===== config.mk =====
export PLATFORM = sky130hd
export DESIGN_NAME = riff_wave_stream_parser
export DESIGN_NICKNAME = d
export VERILOG_FILES = /design/src/rtl/rws_pkg.sv /design/src/rtl/rws_in_reg.sv /design/src/rtl/rws_parse_core.sv /design/src/rtl/rws_out_reg.sv /design/src/rtl/riff_wave_stream_parser.sv
export VERILOG_INCLUDE_DIRS = /design/src /design/src/rtl
export SDC_FILE = /design/constraint.sdc
export NUM_CORES = 1
export LEC_CHECK = 0
export BUFFER_PORTS_ARGS = -buffer_cell sky130_fd_sc_hd__buf_2
export CAP_MARGIN = 20
export CORE_MARGIN = 4
export CORE_UTILIZATION = 50
export CTS_BUF_LIST = sky130_fd_sc_hd__clkbuf_8
export CTS_CLUSTER_SIZE = 20
export DETAILED_ROUTE_END_ITERATION = 8
export PLACE_DENSITY = 0.75
export SLEW_MARGIN = 5
export SYNTH_ARGS = -nofsm -noshare
export SYNTH_HDL_FRONTEND = slang
export SYNTH_SLANG_ARGS = --single-unit

===== constraint.sdc =====
create_clock -name clk_i -period 6.03 [get_ports clk_i]
set_input_delay 0.603 -clock clk_i [delete_from_list [all_inputs] [get_ports clk_i]]
set_output_delay 0.603 -clock clk_i [all_outputs]
set_load 0.03 [all_outputs]

===== src/rtl/assert_macros.svh =====
// Assertion helpers shared by the parser RTL.
// Each macro checks a property on the rising clock edge and stays quiet
// while the active-low reset is asserted.
`ifndef ASSERT_MACROS_SVH
`define ASSERT_MACROS_SVH

// The property must hold at every clock edge outside reset.
`define ASSERT_ALWAYS(label, clk, rst_n, prop, msg) \
  label: assert property (@(posedge clk) disable iff (!(rst_n)) (prop)) \
    else $error(msg);

// The condition must never be true at a clock edge outside reset.
`define ASSERT_NEVER(label, clk, rst_n, cond, msg) \
  label: assert property (@(posedge clk) disable iff (!(rst_n)) !(cond)) \
    else $error(msg);

`endif


===== src/rtl/rws_pkg.sv =====
// ----------------------------------------------------------------------------
// rws_pkg
// Types, codes and constants shared by the RIFF/WAVE stream parser modules.
// ----------------------------------------------------------------------------
package rws_pkg;

  // Parser phases.
  typedef enum logic [2:0] {
    PH_RIFF      = 3'd0,
    PH_CHUNK_HDR = 3'd1,
    PH_FMT       = 3'd2,
    PH_SKIP      = 3'd3,
    PH_DATA      = 3'd4,
    PH_DONE      = 3'd5,
    PH_HALT      = 3'd6
  } phase_e;

  // Result kinds.
  typedef enum logic [1:0] {
    KIND_DATA   = 2'd0,
    KIND_FORMAT = 2'd1,
    KIND_STATUS = 2'd2
  } kind_e;

  // Status codes.
  typedef enum logic [2:0] {
    ST_OK         = 3'd0,
    ST_BAD_HEADER = 3'd1,
    ST_NOT16      = 3'd2,
    ST_NO_DATA    = 3'd3,
    ST_TRUNC      = 3'd4
  } status_e;

  // Four-character tags as they read little-endian from the stream.
  localparam logic [31:0] TAG_RIFF = 32'h4646_4952;
  localparam logic [31:0] TAG_WAVE = 32'h4556_4157;
  localparam logic [31:0] TAG_FMT  = 32'h2074_6D66;
  localparam logic [31:0] TAG_DATA = 32'h6174_6164;

  // Format defaults used until a fmt chunk supplies a field.
  localparam logic [15:0] DEFAULT_CHANNELS = 16'd2;
  localparam logic [31:0] DEFAULT_RATE     = 32'd44100;
  localparam logic [15:0] DEFAULT_BITS     = 16'd16;

  // Byte positions inside the headers.
  localparam logic [3:0] RIFF_LAST_IDX   = 4'd11;
  localparam logic [3:0] WAVE_FIRST_IDX  = 4'd8;
  localparam logic [3:0] TAG_BYTES       = 4'd4;
  localparam logic [3:0] HDR_LAST_IDX    = 4'd7;
  localparam logic [3:0] FMT_CH_IDX      = 4'd3;
  localparam logic [3:0] FMT_RATE_IDX    = 4'd7;
  localparam logic [3:0] FMT_BITS_IDX    = 4'd15;
  localparam logic [4:0] FMT_FIELD_BYTES = 5'd16;

  // One input item.
  typedef struct packed {
    logic [7:0] stream_byte;
    logic       end_of_stream;
  } in_item_t;

  // One result item.
  typedef struct packed {
    logic [1:0]  kind;
    logic [7:0]  data_byte;
    logic [15:0] channel_count;
    logic [31:0] rate_hz;
    logic [15:0] bits_per_sample;
    logic [2:0]  status;
    logic        last_of_data;
  } out_item_t;

  // Step status from the parser core to the register stages.
  typedef struct packed {
    logic consume;
    logic res_valid;
  } core_sts_t;

  // Selects one byte of a tag word, least significant first.
  function automatic logic [7:0] tag_byte(input logic [31:0] tag, input logic [1:0] sel);
    logic [7:0] b;
    case (sel)
      2'd0:    b = tag[7:0];
      2'd1:    b = tag[15:8];
      2'd2:    b = tag[23:16];
      default: b = tag[31:24];
    endcase
    return b;
  endfunction

endpackage


===== src/rtl/rws_in_reg.sv =====
// ----------------------------------------------------------------------------
// rws_in_reg
// Input register: holds one accepted request until the parser core takes it.
// ----------------------------------------------------------------------------
module rws_in_reg (
  input  logic              clk_i,
  input  logic              rst_ni,
  input  logic              in_valid_i,
  input  rws_pkg::in_item_t in_data_i,
  output logic              in_stall_o,
  input  logic              consume_i,
  output logic              item_valid_o,
  output rws_pkg::in_item_t item_o
);
  import rws_pkg::*;

  logic     valid_q, valid_d;
  in_item_t item_q;
  logic     load;

  // The slot is free when empty or when its item leaves in this cycle.
  assign in_stall_o = valid_q && !consume_i;
  assign load       = in_valid_i && !in_stall_o;

  always_comb begin
    valid_d = valid_q;
    if (load) begin
      valid_d = 1'b1;
    end else if (consume_i) begin
      valid_d = 1'b0;
    end
  end

  always_ff @(posedge clk_i or negedge rst_ni) begin
    if (!rst_ni) begin
      valid_q <= 1'b0;
    end else begin
      valid_q <= valid_d;
    end
  end

  // Payload register, no reset needed.
  always_ff @(posedge clk_i) begin
    if (load) begin
      item_q <= in_data_i;
    end
  end

  assign item_valid_o = valid_q;
  assign item_o       = item_q;

endmodule


===== src/rtl/rws_parse_core.sv =====
// ----------------------------------------------------------------------------
// rws_parse_core
// Parser state and the per-byte step logic: header checks, chunk walking,
// fmt field capture, skipping and data pass-through.
// ----------------------------------------------------------------------------
`include "assert_macros.svh"

module rws_parse_core (
  input  logic               clk_i,
  input  logic               rst_ni,
  input  logic               item_valid_i,
  input  rws_pkg::in_item_t  item_i,
  input  logic               slot_free_i,
  output rws_pkg::core_sts_t sts_o,
  output rws_pkg::out_item_t res_o
);
  import rws_pkg::*;

  phase_e      phase_q, phase_d;
  logic [3:0]  idx_q, idx_d;
  logic [31:0] tag_q, tag_d;
  logic [31:0] len_q, len_d;
  logic [32:0] rem_q, rem_d;
  logic [15:0] ch_q, ch_d;
  logic [31:0] rate_q, rate_d;
  logic [15:0] bits_q, bits_d;
  status_e     status_q, status_d;

  logic        has_res;
  out_item_t   res;
  logic [7:0]  b;
  logic        bad;
  logic [31:0] tag_n;
  logic [31:0] len_n;
  logic [4:0]  fmt_n;
  logic [32:0] skip_cnt;
  logic [32:0] rem_dec;
  status_e     st;
  logic        consume;

  assign b       = item_i.stream_byte;
  assign rem_dec = (rem_q != 33'd0) ? (rem_q - 33'd1) : rem_q;

  // Next state and the result of the current byte.
  always_comb begin
    phase_d  = phase_q;
    idx_d    = idx_q;
    tag_d    = tag_q;
    len_d    = len_q;
    rem_d    = rem_q;
    ch_d     = ch_q;
    rate_d   = rate_q;
    bits_d   = bits_q;
    status_d = status_q;
    has_res  = 1'b0;
    res      = '0;
    bad      = 1'b0;
    tag_n    = tag_q;
    len_n    = len_q;
    fmt_n    = FMT_FIELD_BYTES;
    skip_cnt = '0;
    st       = status_q;

    if (item_i.end_of_stream) begin
      // End marker: report final status and return to reset state.
      if (phase_q == PH_RIFF) begin
        st = ST_BAD_HEADER;
      end else if (phase_q == PH_DATA) begin
        st = ST_TRUNC;
      end
      has_res    = 1'b1;
      res.kind   = KIND_STATUS;
      res.status = st;
      phase_d    = PH_RIFF;
      idx_d      = '0;
      tag_d      = '0;
      len_d      = '0;
      rem_d      = '0;
      ch_d       = DEFAULT_CHANNELS;
      rate_d     = DEFAULT_RATE;
      bits_d     = DEFAULT_BITS;
      status_d   = ST_NO_DATA;
    end else begin
      case (phase_q)
        PH_RIFF: begin
          // Check the RIFF and WAVE tags; the size field is not checked.
          if (idx_q < TAG_BYTES) begin
            bad = b != tag_byte(TAG_RIFF, idx_q[1:0]);
          end else if (idx_q >= WAVE_FIRST_IDX && idx_q <= RIFF_LAST_IDX) begin
            bad = b != tag_byte(TAG_WAVE, idx_q[1:0]);
          end
          if (bad) begin
            status_d = ST_BAD_HEADER;
            phase_d  = PH_HALT;
          end else if (idx_q >= RIFF_LAST_IDX) begin
            phase_d = PH_CHUNK_HDR;
            idx_d   = '0;
          end else begin
            idx_d = idx_q + 4'd1;
          end
        end

        PH_CHUNK_HDR: begin
          // Shift in the tag, then the little-endian length.
          if (idx_q < TAG_BYTES) begin
            tag_n = {b, tag_q[31:8]};
          end else begin
            len_n = {b, len_q[31:8]};
          end
          tag_d = tag_n;
          len_d = len_n;
          if (idx_q < HDR_LAST_IDX) begin
            idx_d = idx_q + 4'd1;
          end else begin
            idx_d = '0;
            if (tag_n == TAG_FMT) begin
              if (len_n == 32'd0) begin
                rem_d   = '0;
                phase_d = PH_CHUNK_HDR;
              end else begin
                tag_d   = '0;
                phase_d = PH_FMT;
              end
            end else if (tag_n == TAG_DATA) begin
              // Format report; only 16-bit samples go on to the data.
              st                  = (bits_q == DEFAULT_BITS) ? ST_OK : ST_NOT16;
              has_res             = 1'b1;
              res.kind            = KIND_FORMAT;
              res.channel_count   = ch_q;
              res.rate_hz         = rate_q;
              res.bits_per_sample = bits_q;
              res.status          = st;
              if (st != ST_OK) begin
                status_d = ST_NOT16;
                phase_d  = PH_HALT;
              end else if (len_n == 32'd0) begin
                status_d = ST_OK;
                phase_d  = PH_DONE;
              end else begin
                rem_d   = {1'b0, len_n};
                phase_d = PH_DATA;
              end
            end else begin
              // Other chunk: skip its body and the pad byte of odd lengths.
              skip_cnt = {1'b0, len_n} + {32'd0, len_n[0]};
              rem_d    = skip_cnt;
              phase_d  = (skip_cnt == 33'd0) ? PH_CHUNK_HDR : PH_SKIP;
            end
          end
        end

        PH_FMT: begin
          // Capture fields once all of their bytes have arrived.
          tag_n = {b, tag_q[31:8]};
          tag_d = tag_n;
          fmt_n = (len_q < 32'd16) ? len_q[4:0] : FMT_FIELD_BYTES;
          if (idx_q == FMT_CH_IDX) begin
            ch_d = tag_n[31:16];
          end else if (idx_q == FMT_RATE_IDX) begin
            rate_d = tag_n;
          end else if (idx_q == FMT_BITS_IDX) begin
            bits_d = tag_n[31:16];
          end
          if (({1'b0, idx_q} + 5'd1) >= fmt_n) begin
            skip_cnt = {1'b0, len_q - {27'd0, fmt_n}} + {32'd0, len_q[0]};
            rem_d    = skip_cnt;
            phase_d  = (skip_cnt == 33'd0) ? PH_CHUNK_HDR : PH_SKIP;
            idx_d    = '0;
          end else begin
            idx_d = idx_q + 4'd1;
          end
        end

        PH_SKIP: begin
          rem_d = rem_dec;
          if (rem_dec == 33'd0) begin
            phase_d = PH_CHUNK_HDR;
            idx_d   = '0;
          end
        end

        PH_DATA: begin
          // Pass payload bytes and flag the last declared one.
          rem_d            = rem_dec;
          has_res          = 1'b1;
          res.kind         = KIND_DATA;
          res.data_byte    = b;
          res.last_of_data = (rem_dec == 33'd0);
          if (rem_dec == 33'd0) begin
            status_d = ST_OK;
            phase_d  = PH_DONE;
          end
        end

        default: begin
          // Done or halted: bytes are ignored.
        end
      endcase
    end
  end

  // An item leaves when its result has a free slot, or when it has none.
  assign consume         = item_valid_i && (slot_free_i || !has_res);
  assign sts_o.consume   = consume;
  assign sts_o.res_valid = consume && has_res;
  assign res_o           = res;

  always_ff @(posedge clk_i or negedge rst_ni) begin
    if (!rst_ni) begin
      phase_q  <= PH_RIFF;
      idx_q    <= '0;
      tag_q    <= '0;
      len_q    <= '0;
      rem_q    <= '0;
      ch_q     <= DEFAULT_CHANNELS;
      rate_q   <= DEFAULT_RATE;
      bits_q   <= DEFAULT_BITS;
      status_q <= ST_NO_DATA;
    end else if (consume) begin
      phase_q  <= phase_d;
      idx_q    <= idx_d;
      tag_q    <= tag_d;
      len_q    <= len_d;
      rem_q    <= rem_d;
      ch_q     <= ch_d;
      rate_q   <= rate_d;
      bits_q   <= bits_d;
      status_q <= status_d;
    end
  end

  // A byte result only comes from the data phase or a chunk header's end.
  `ASSERT_ALWAYS(a_res_source, clk_i, rst_ni, (sts_o.res_valid && !item_i.end_of_stream) |-> (phase_q == PH_DATA || (phase_q == PH_CHUNK_HDR && idx_q == HDR_LAST_IDX)), "result from a phase that gives none")
  // The end marker always returns the parser to its reset phase.
  `ASSERT_ALWAYS(a_eos_reset, clk_i, rst_ni, (consume && item_i.end_of_stream) |=> (phase_q == PH_RIFF && idx_q == 4'd0 && status_q == ST_NO_DATA), "end marker did not reset the parser")
  // In the data phase at least one declared byte is still due.
  `ASSERT_NEVER(a_data_rem, clk_i, rst_ni, phase_q == PH_DATA && rem_q == 33'd0, "data phase with no bytes left")
  // Data only flows for 16-bit samples.
  `ASSERT_NEVER(a_data_bits, clk_i, rst_ni, phase_q == PH_DATA && bits_q != DEFAULT_BITS, "data phase with a sample width other than 16")

endmodule


===== src/rtl/rws_out_reg.sv =====
// ----------------------------------------------------------------------------
// rws_out_reg
// Result register: holds one result request until the consumer takes it.
// ----------------------------------------------------------------------------
module rws_out_reg (
  input  logic               clk_i,
  input  logic               rst_ni,
  input  logic               load_i,
  input  rws_pkg::out_item_t res_i,
  output logic               slot_free_o,
  output logic               out_valid_o,
  output rws_pkg::out_item_t out_data_o,
  input  logic               out_stall_i
);
  import rws_pkg::*;

  logic      valid_q, valid_d;
  out_item_t data_q;

  // The register can load when empty or when its request is taken now.
  assign slot_free_o = !valid_q || !out_stall_i;

  always_comb begin
    valid_d = valid_q;
    if (load_i) begin
      valid_d = 1'b1;
    end else if (!out_stall_i) begin
      valid_d = 1'b0;
    end
  end

  always_ff @(posedge clk_i or negedge rst_ni) begin
    if (!rst_ni) begin
      valid_q <= 1'b0;
    end else begin
      valid_q <= valid_d;
    end
  end

  // Payload register, no reset needed.
  always_ff @(posedge clk_i) begin
    if (load_i) begin
      data_q <= res_i;
    end
  end

  assign out_valid_o = valid_q;
  assign out_data_o  = data_q;

endmodule


===== src/rtl/riff_wave_stream_parser.sv =====
// ----------------------------------------------------------------------------
// riff_wave_stream_parser
// Parses a RIFF/WAVE byte stream: checks the file header, walks chunks,
// reports the fmt fields at the data chunk and passes the data bytes on.
// ----------------------------------------------------------------------------
//  Channel | Dir | Handshake              | Payload
//  --------+-----+------------------------+------------------------------------
//  in      | in  | in_valid_i / in_stall_o   | stream_byte, end_of_stream
//  out     | out | out_valid_o / out_stall_i | kind, data_byte, format, status
//
// One byte is taken per cycle unless a stalled output holds it up; a request
// is held in the input register, and its result is offered from the result
// register until the consumer takes it.
// The parser state updates in a single step per byte between those registers.
// Reset puts the parser in its file-header phase with the format defaults.
// A stalled output holds its result; one more request is still taken into the
// input register before in_stall_o rises.
// ----------------------------------------------------------------------------
module riff_wave_stream_parser (
  input  logic               clk_i,
  input  logic               rst_ni,
  input  logic               in_valid_i,
  input  rws_pkg::in_item_t  in_data_i,
  output logic               in_stall_o,
  output logic               out_valid_o,
  output rws_pkg::out_item_t out_data_o,
  input  logic               out_stall_i
);
  import rws_pkg::*;

  logic      item_valid;
  in_item_t  item;
  logic      slot_free;
  core_sts_t sts;
  out_item_t res;

  // Input register.
  rws_in_reg u_in_reg (
    .clk_i        (clk_i),
    .rst_ni       (rst_ni),
    .in_valid_i   (in_valid_i),
    .in_data_i    (in_data_i),
    .in_stall_o   (in_stall_o),
    .consume_i    (sts.consume),
    .item_valid_o (item_valid),
    .item_o       (item)
  );

  // Parser state and step logic.
  rws_parse_core u_core (
    .clk_i        (clk_i),
    .rst_ni       (rst_ni),
    .item_valid_i (item_valid),
    .item_i       (item),
    .slot_free_i  (slot_free),
    .sts_o        (sts),
    .res_o        (res)
  );

  // Result register.
  rws_out_reg u_out_reg (
    .clk_i       (clk_i),
    .rst_ni      (rst_ni),
    .load_i      (sts.res_valid),
    .res_i       (res),
    .slot_free_o (slot_free),
    .out_valid_o (out_valid_o),
    .out_data_o  (out_data_o),
    .out_stall_i (out_stall_i)
  );

endmodule


-- Yosys cells after proc, flatten, opt, wreduce, memory -nomap -nowiden
Index checks and enable logic that the tools add are counted.
- logic and storage cells: 212
- flip-flop bits (word level): 260
- output and inout port bits: 80
- bits of input ports: 13
- magnitude comparators: 7
- reduce and logical (&&, ||, !) cells: 44
- muxes and demuxes: 101
- add/sub/neg operators: 6
- equal/unequal tests: 30
- bitwise logic cells: 3
- operator list (kind ; count):
    two-way mux 32 bit ; 16
    two-way mux 33 bit ; 9
    two-way mux 16 bit ; 8
    zero test 33 bit ; 3
    case mux 33 bit (3 select lines) ; 1
    two-way mux 3 bit ; 24
    adder 32 x 1 -> 33 bit ; 2
    case mux 32 bit (2 select lines) ; 1
    two-way mux 8 bit ; 7
    nonzero test 33 bit ; 1
    subtractor 33 x 1 -> 33 bit, second input constant ; 1
    equality test 32 x 30 -> 1 bit, second input constant ; 1
    equality test 32 x 31 -> 1 bit, second input constant ; 1
    zero test 32 bit ; 1
    less-than comparator 32 x 5 -> 1 bit, second input constant ; 1
    subtractor 32 x 5 -> 32 bit ; 1
    two-way mux 4 bit ; 6
    equality test 16 x 5 -> 1 bit, second input constant ; 1
    two-way mux 2 bit ; 8
    != test 8 bit ; 2
    case mux 4 bit (4 select lines) ; 1
    != test 3 bit, second input constant ; 5
    case mux 3 bit (5 select lines) ; 1
    case mux 5 bit (3 select lines) ; 1
    other kinds (45) ; 88

-- Logic depth before layout (Yosys ltp)
- depth in word-level cells: 18
- gate-level depth with buffers: 20
- gate-level depth less buffers: 16

-- Hierarchy
A second synthesis with hierarchy kept.
- cell total of the unflattened synthesis: 2015
- area, all modules: 17131.4 µm²
- modules (own cells, without submodules) (module ; instances ; cells each ; area each (µm²) ; sequential area each (µm²)):
    rws_parse_core ; 1 ; 1920 ; 14425.1 ; 4266.6
    rws_out_reg ; 1 ; 81 ; 2378.5 ; 2367.3
    rws_in_reg ; 1 ; 14 ; 327.8 ; 295.3

-- Least setup slack after synthesis
OpenSTA, ideal clock, no wires.
- path kind: flip-flop to flip-flop
- from: register u_core.idx_q[2]
- to: register u_core.phase_q[1]
- arrival: 4.680 ns
- stages on the path, launching flop included: 20
- clock period less this slack: 4.811 ns
- setup slack: 1.219 ns
- path buffers: 5
- library setup time: 0.131 ns
- data required time: 5.899 ns
- path through: dfrtp_1 > clkbuf_1 > buf_2 > nor2_2 > buf_2 > buf_2 > buf_1 > mux2i_1 > inv_1 > ha_1 > inv_1 > a21oi_1 > nand4_1 > nor4_1 > mux2_2 > or4_1 > nor4_1 > o21ai_1 > nor4_1 > a21oi_1
- longest elaborated chain between the ends: 14
- elaborated cells on any way between the ends: 43
- those cells by class: add/sub: 2; order compare: 6; eq/ne: 5; mux: 23; reduce/logical: 7
- RTL lines (what ; line ; source):
    from (decl) ; rws_parse_core.sv:20 ; logic [3:0] idx_q, idx_d;
    from (signal assigned) ; rws_parse_core.sv:221 ; idx_q <= idx_d;
    branches (longest 14 deep; another with adder 32 x 1 -> 33 bit) ; - ;
    to (signal assigned) ; rws_parse_core.sv:220 ; phase_q <= phase_d;
    to (decl) ; rws_parse_core.sv:19 ; phase_e phase_q, phase_d;
Several ways; the timed one is not identified. The select of a mux whose other input is x is not followed.
A chain may end at the register's enable or synchronous reset.

-- Final worst setup path
- from: register u_core.len_q[30]
- to: register u_core.phase_q[1]
- longest elaborated chain between the ends: 11
- elaborated cells on any way between the ends: 23
- those cells by class: add/sub: 3; order compare: 2; eq/ne: 1; mux: 13; reduce/logical: 4
- RTL lines (what ; line ; source):
    from (decl) ; rws_parse_core.sv:22 ; logic [31:0] len_q, len_d;
    from (signal assigned) ; rws_parse_core.sv:223 ; len_q <= len_d;
    branches (longest 11 deep; another with adder 32 x 1 -> 33 bit) ; - ;
Several ways; the timed one is not identified. The select of a mux whose other input is x is not followed.

==> impl_summary.txt <==
----------------------------------------------------
[STA]
  Final-report max-slew violation count ... 0
  Tightest hold margin ... -28.6 ps
  RSZ-0062 raised after global routing ... no
  Minimum period implied by the final worst setup slack ... 5740 ps
  Relative slew margins ... 0.253
  Fraction of the cycle the final worst path needs ... 0.952
  Fmax ... 0.174 GHz
  Setup tns final ... 0 ps
  Largest clock skew in the final design ... 53.2 ps
  Smallest setup slack after layout ... 289 ps
  Transition time at the pin with the least slew margin ... 1110 ps
  Setup violators final ... 0
  Count of endpoints failing hold in the final timing report ... 13

[Power]
  Peak VDD IR ... 0.490 mV
  Power dissipated by switching net loads ... 3.49 mW
  Fraction of power spent switching nets ... 0.453
  Portion of total power attributed to the clock network ... 0.201
  Power per unit of standard cell area ... 420 nW/µm²
  Share of power burned in combinational logic ... 0.470
  Share of power burned in registers ... 0.329
  Total power ... 7.71 mW
  Internal power component ... 4.22 mW
  Leakage power figure ... 7.70 nW

[Setup path]
  Worst R2R End ... u_core.phase_q[1]$_DFFE_PN0P_
  Kind of launch point of the worst setup path ... register
  Worst setup path startpoint ... u_core.len_q[30]$_DFFE_PN0P_
  Number of stages on the worst setup path ... 15
  Max Fanout on Critical Path ... 14
  Critical Path RT ... 6490 ps
  Most frequent cell on the critical path ... sky130_fd_sc_hd__nor4_1
  Critical-path cell list ... nor4_1, and3_1, nand4_1, nand2_1, ha_1, nor4_1, or4_1, a21oi_1, o211ai_1, or3_1, nand2b_1, a2111oi_0, nand4b_1, nor4_1, a21oi_1
  Worst-path cell with the longest stage delay ... sky130_fd_sc_hd__nor4_1
  Reg2Reg Launch Point ... u_core.len_q[30]$_DFFE_PN0P_
  Cell family contributing the most delay on the critical path ... simple AND/OR/NAND/NOR gates
  Arrival time reported for the critical path endpoint ... 6200 ps
  WS Path Type ... register to register
  End point of the critical path ... u_core.phase_q[1]$_DFFE_PN0P_
  Reg2reg setup slack ... 290 ps
  Count of buffer and inverter cells on the critical path ... 0
  Slowest cell delay on critical path ... 890 ps
  R2r worst-path depth ... 15
  CP Capture Type ... register

[Routing]
  DRT Wirelength ... 57700 µm
  Detailed-router iteration count before antenna repair ... 6
  Total via count after detailed routing ... 15500
  DR DRC count ... 0
  Post-route antenna net violation count ... 0
  Vias per std cell ... 6.55
  Wire per inst ... 24.4 µm
  Initial DRC Count ... 1733

[Die]
  Die Ht ... 190 µm
  Initial Utilization ... 0.506
  Die ar. ... 35900 µm²
  Core Box Area ... 32500 µm²
  Total number of placement rows ... 66
  Horizontal die dimension ... 190 µm
  IO Count ... 93

[Cells and area]
  Design Area, Final ... 18300 µm²
  Non-Filler Instances ... 2362
  Post-layout utilization of the core ... 0.564
  Multi-input logic area ... 8990 µm²
  Net count of the finished layout ... 1913
  Fraction of final layout cells sized beyond drive strength 1 ... 0.162
  Relative area change from synthesis to final layout ... 11.4%
  Number of fill cells in the layout ... 2977
  Diodes inserted ... 0
  Flip-flop and latch area ... 6930 µm²

[Synthesis]
  Seq/Total Area, Yosys ... 0.421
  Most used DFF post-synth ... sky130_fd_sc_hd__dfrtp_1
  Cells after Synth ... 1818
  Post-Syn Area per Cell ... 9.06 µm²
  Library cells used by synthesis ... 91
  Yosys warning total ... 0
  Number of enable-type register cells in the synthesized netlist ... 87
  Synthesized flop and latch total ... 259
  Post-synth net total ... 1847
  Post-synth design cell area ... 16500 µm²
  Async S/R FF share, synth ... 0.664

[Clock tree]
  Number of hold-repair buffers added at the cts stage ... 0
  Clock Sinks ... 259
  CTS Root Cell ... sky130_fd_sc_hd__clkbuf_8
  Worst-skew pair later-pin latency ... 620 ps
  Clock transition at the registers of the reported paths ... 70 ps
  PostCTS Resize Cnt ... 0
  H-tree levels ... 2
  Clock tree from TritonCTS ... done
  Num CTS Buffers ... 44
  Post-CTS Setup Inserts ... 0
  Bufs on Longest Clock Path ... 3

[GRT]
  Wire length of the first global-routing pass ... 87700 µm
  Combined global-route utilization of all metal layers ... 0.313
  Number of antenna violations at the first check in global routing ... 1
  Pin count of the biggest net entering global routing ... 80
  Via count of the first global-routing pass ... 14400
  Remaining global-route overflow ... 0

[Place]
  Placed Instance Area ... 17500 µm²
  Number of port buffers ... 92
  Cell Count Post-Placement ... 2279
  Global placer's final weighted congestion ... 1.05
  Worst setup slack after placement ... 511 ps
  Half-perimeter wire length of the detailed placement result ... 41900 µm

[Outcome]
  Status ... finished, violations left
  Violations in the final reports ... negative hold slack

[Run]
  Max_cap viols ... 0

[Min path]
  Classification of the worst-slack hold path ... input pin to asynchronous set/reset pin

----------------------------------------------------
-- final cells by class --
class,count,area share
multi-input combinational,1402,0.490
clock inverter,33,0.0101
clock buffer,49,0.0368
inverter,23,0.00471
tap,442,0.0301
timing repair buffer,154,0.0508
sequential,259,0.378
-- worst min path at each step --
| stage | to | slack [ps] | cells past startpoint |
|---|---|---|---|
| floorplan | u_core.bits_q[0]$_DFFE_PN0P_ | 310 | 0 |
| detailed placement | u_core.rate_q[0]$_DFFE_PN0P_ | 460 | 2 |
| global placement | u_core.rate_q[5]$_DFFE_PN0P_ | 450 | 2 |
| CTS | u_core.rem_q[3]$_DFFE_PN0P_ | 3 | 1 |
| global route | u_core.rem_q[11]$_DFFE_PN0P_ | 20 | 1 |
| finish | u_core.rem_q[4]$_DFFE_PN0P_ | -30 | 1 |
-- layer usage --
layer,global-route usage,vias to the layer above,share of wire
met5,0,-,0.00021
met4,0.156,2,0.057
met3,0.0531,174,0.085
met2,0.508,876,0.46
met1,0.407,7468,0.39
li1,-,6955,-
-- state kept, by name, summed over array words and instances, names as in the netlist, 4 cells and up --
register,count
u_core.bits_q,16
u_core.rem_q,33
u_in_reg.item_o,9
u_core.rate_q,32
u_out_reg.out_data_o,78
u_core.ch_q,16
u_core.idx_q,4
u_core.tag_q,32
u_core.len_q,32
-- layout by cell type, fill, tap and decap left out, types with 25 or more instances in the layout --
| cell type | netlist | layout |
|---|---|---|
| sky130_fd_sc_hd__a21oi_1 | 82 | 81 |
| sky130_fd_sc_hd__a22o_1 | 50 | 50 |
| sky130_fd_sc_hd__and2_1 | 75 | 74 |
| sky130_fd_sc_hd__buf_2 | 8 | 91 |
| sky130_fd_sc_hd__buf_4 | 0 | 62 |
| sky130_fd_sc_hd__clkbuf_8 | 0 | 49 |
| sky130_fd_sc_hd__dfrtp_1 | 162 | 162 |
| sky130_fd_sc_hd__edfxtp_1 | 87 | 87 |
| sky130_fd_sc_hd__inv_1 | 21 | 38 |
| sky130_fd_sc_hd__mux2_2 | 46 | 46 |
| sky130_fd_sc_hd__mux2i_1 | 37 | 37 |
| sky130_fd_sc_hd__nand2_1 | 184 | 184 |
| sky130_fd_sc_hd__nand3_1 | 61 | 61 |
| sky130_fd_sc_hd__nand4_1 | 25 | 25 |
| sky130_fd_sc_hd__nor2_1 | 123 | 123 |
| sky130_fd_sc_hd__nor2b_1 | 27 | 27 |
| sky130_fd_sc_hd__nor3_1 | 69 | 68 |
| sky130_fd_sc_hd__nor4_1 | 41 | 40 |
| sky130_fd_sc_hd__o21ai_0 | 131 | 128 |
| sky130_fd_sc_hd__o22ai_1 | 30 | 30 |
| sky130_fd_sc_hd__xnor2_1 | 39 | 39 |
| sky130_fd_sc_hd__xor2_1 | 28 | 28 |
-- cell families (layout without fill, tap and decap cells) --
logic type | count (synthesis) | after routing | share of synthesized area
compound gates | 474 | 474 | 0.192
xor+xnor | 67 | 67 | 0.0356
fa+ha+maj | 16 | 16 | 0.0122
buf+inv | 157 | 259 | 0.0365
flops | 259 | 259 | 0.421
mux | 87 | 87 | 0.0567
other cells | 1 | 1 | 0.000228
simple gates | 757 | 757 | 0.247
-- Yosys cell counts (11+ instances only) --
cell type / number / area (µm²)
sky130_fd_sc_hd__a211oi_1: 11 / 82.6
sky130_fd_sc_hd__a21oi_1: 82 / 410
sky130_fd_sc_hd__a22o_1: 50 / 438
sky130_fd_sc_hd__a22oi_1: 12 / 90.1
sky130_fd_sc_hd__and2_1: 75 / 469
sky130_fd_sc_hd__and3_1: 20 / 125
sky130_fd_sc_hd__buf_1: 13 / 48.8
sky130_fd_sc_hd__clkbuf_1: 112 / 420
sky130_fd_sc_hd__dfrtp_1: 162 / 4050
sky130_fd_sc_hd__edfxtp_1: 87 / 2610
sky130_fd_sc_hd__ha_1: 16 / 200
sky130_fd_sc_hd__inv_1: 21 / 78.8
sky130_fd_sc_hd__mux2_2: 46 / 518
sky130_fd_sc_hd__mux2i_1: 37 / 370
sky130_fd_sc_hd__nand2_1: 184 / 691
sky130_fd_sc_hd__nand2b_1: 11 / 68.8
sky130_fd_sc_hd__nand3_1: 61 / 305
sky130_fd_sc_hd__nand4_1: 25 / 156
sky130_fd_sc_hd__nor2_1: 123 / 462
sky130_fd_sc_hd__nor2b_1: 27 / 169
sky130_fd_sc_hd__nor3_1: 69 / 345
sky130_fd_sc_hd__nor3b_1: 13 / 97.6
sky130_fd_sc_hd__nor4_1: 41 / 257
sky130_fd_sc_hd__nor4b_1: 15 / 131
sky130_fd_sc_hd__o211ai_1: 21 / 158
sky130_fd_sc_hd__o21ai_0: 131 / 656
sky130_fd_sc_hd__o22ai_1: 30 / 188
sky130_fd_sc_hd__o31ai_1: 19 / 143
sky130_fd_sc_hd__or3_1: 19 / 119
sky130_fd_sc_hd__or4_1: 14 / 105
sky130_fd_sc_hd__xnor2_1: 39 / 342
sky130_fd_sc_hd__xor2_1: 28 / 245
-- power by group through the flow --
stage	Sequential [mW]	Clock [mW]	Combinational [mW]
floorplan	2.58	0	2.41
global placement	2.54	0	3.48
detailed placement	2.55	0	3.52
CTS	2.52	1.57	3.54
global route	2.57	1.66	3.91
finish	2.53	1.55	3.62
Power figures use the tool's default switching activity.
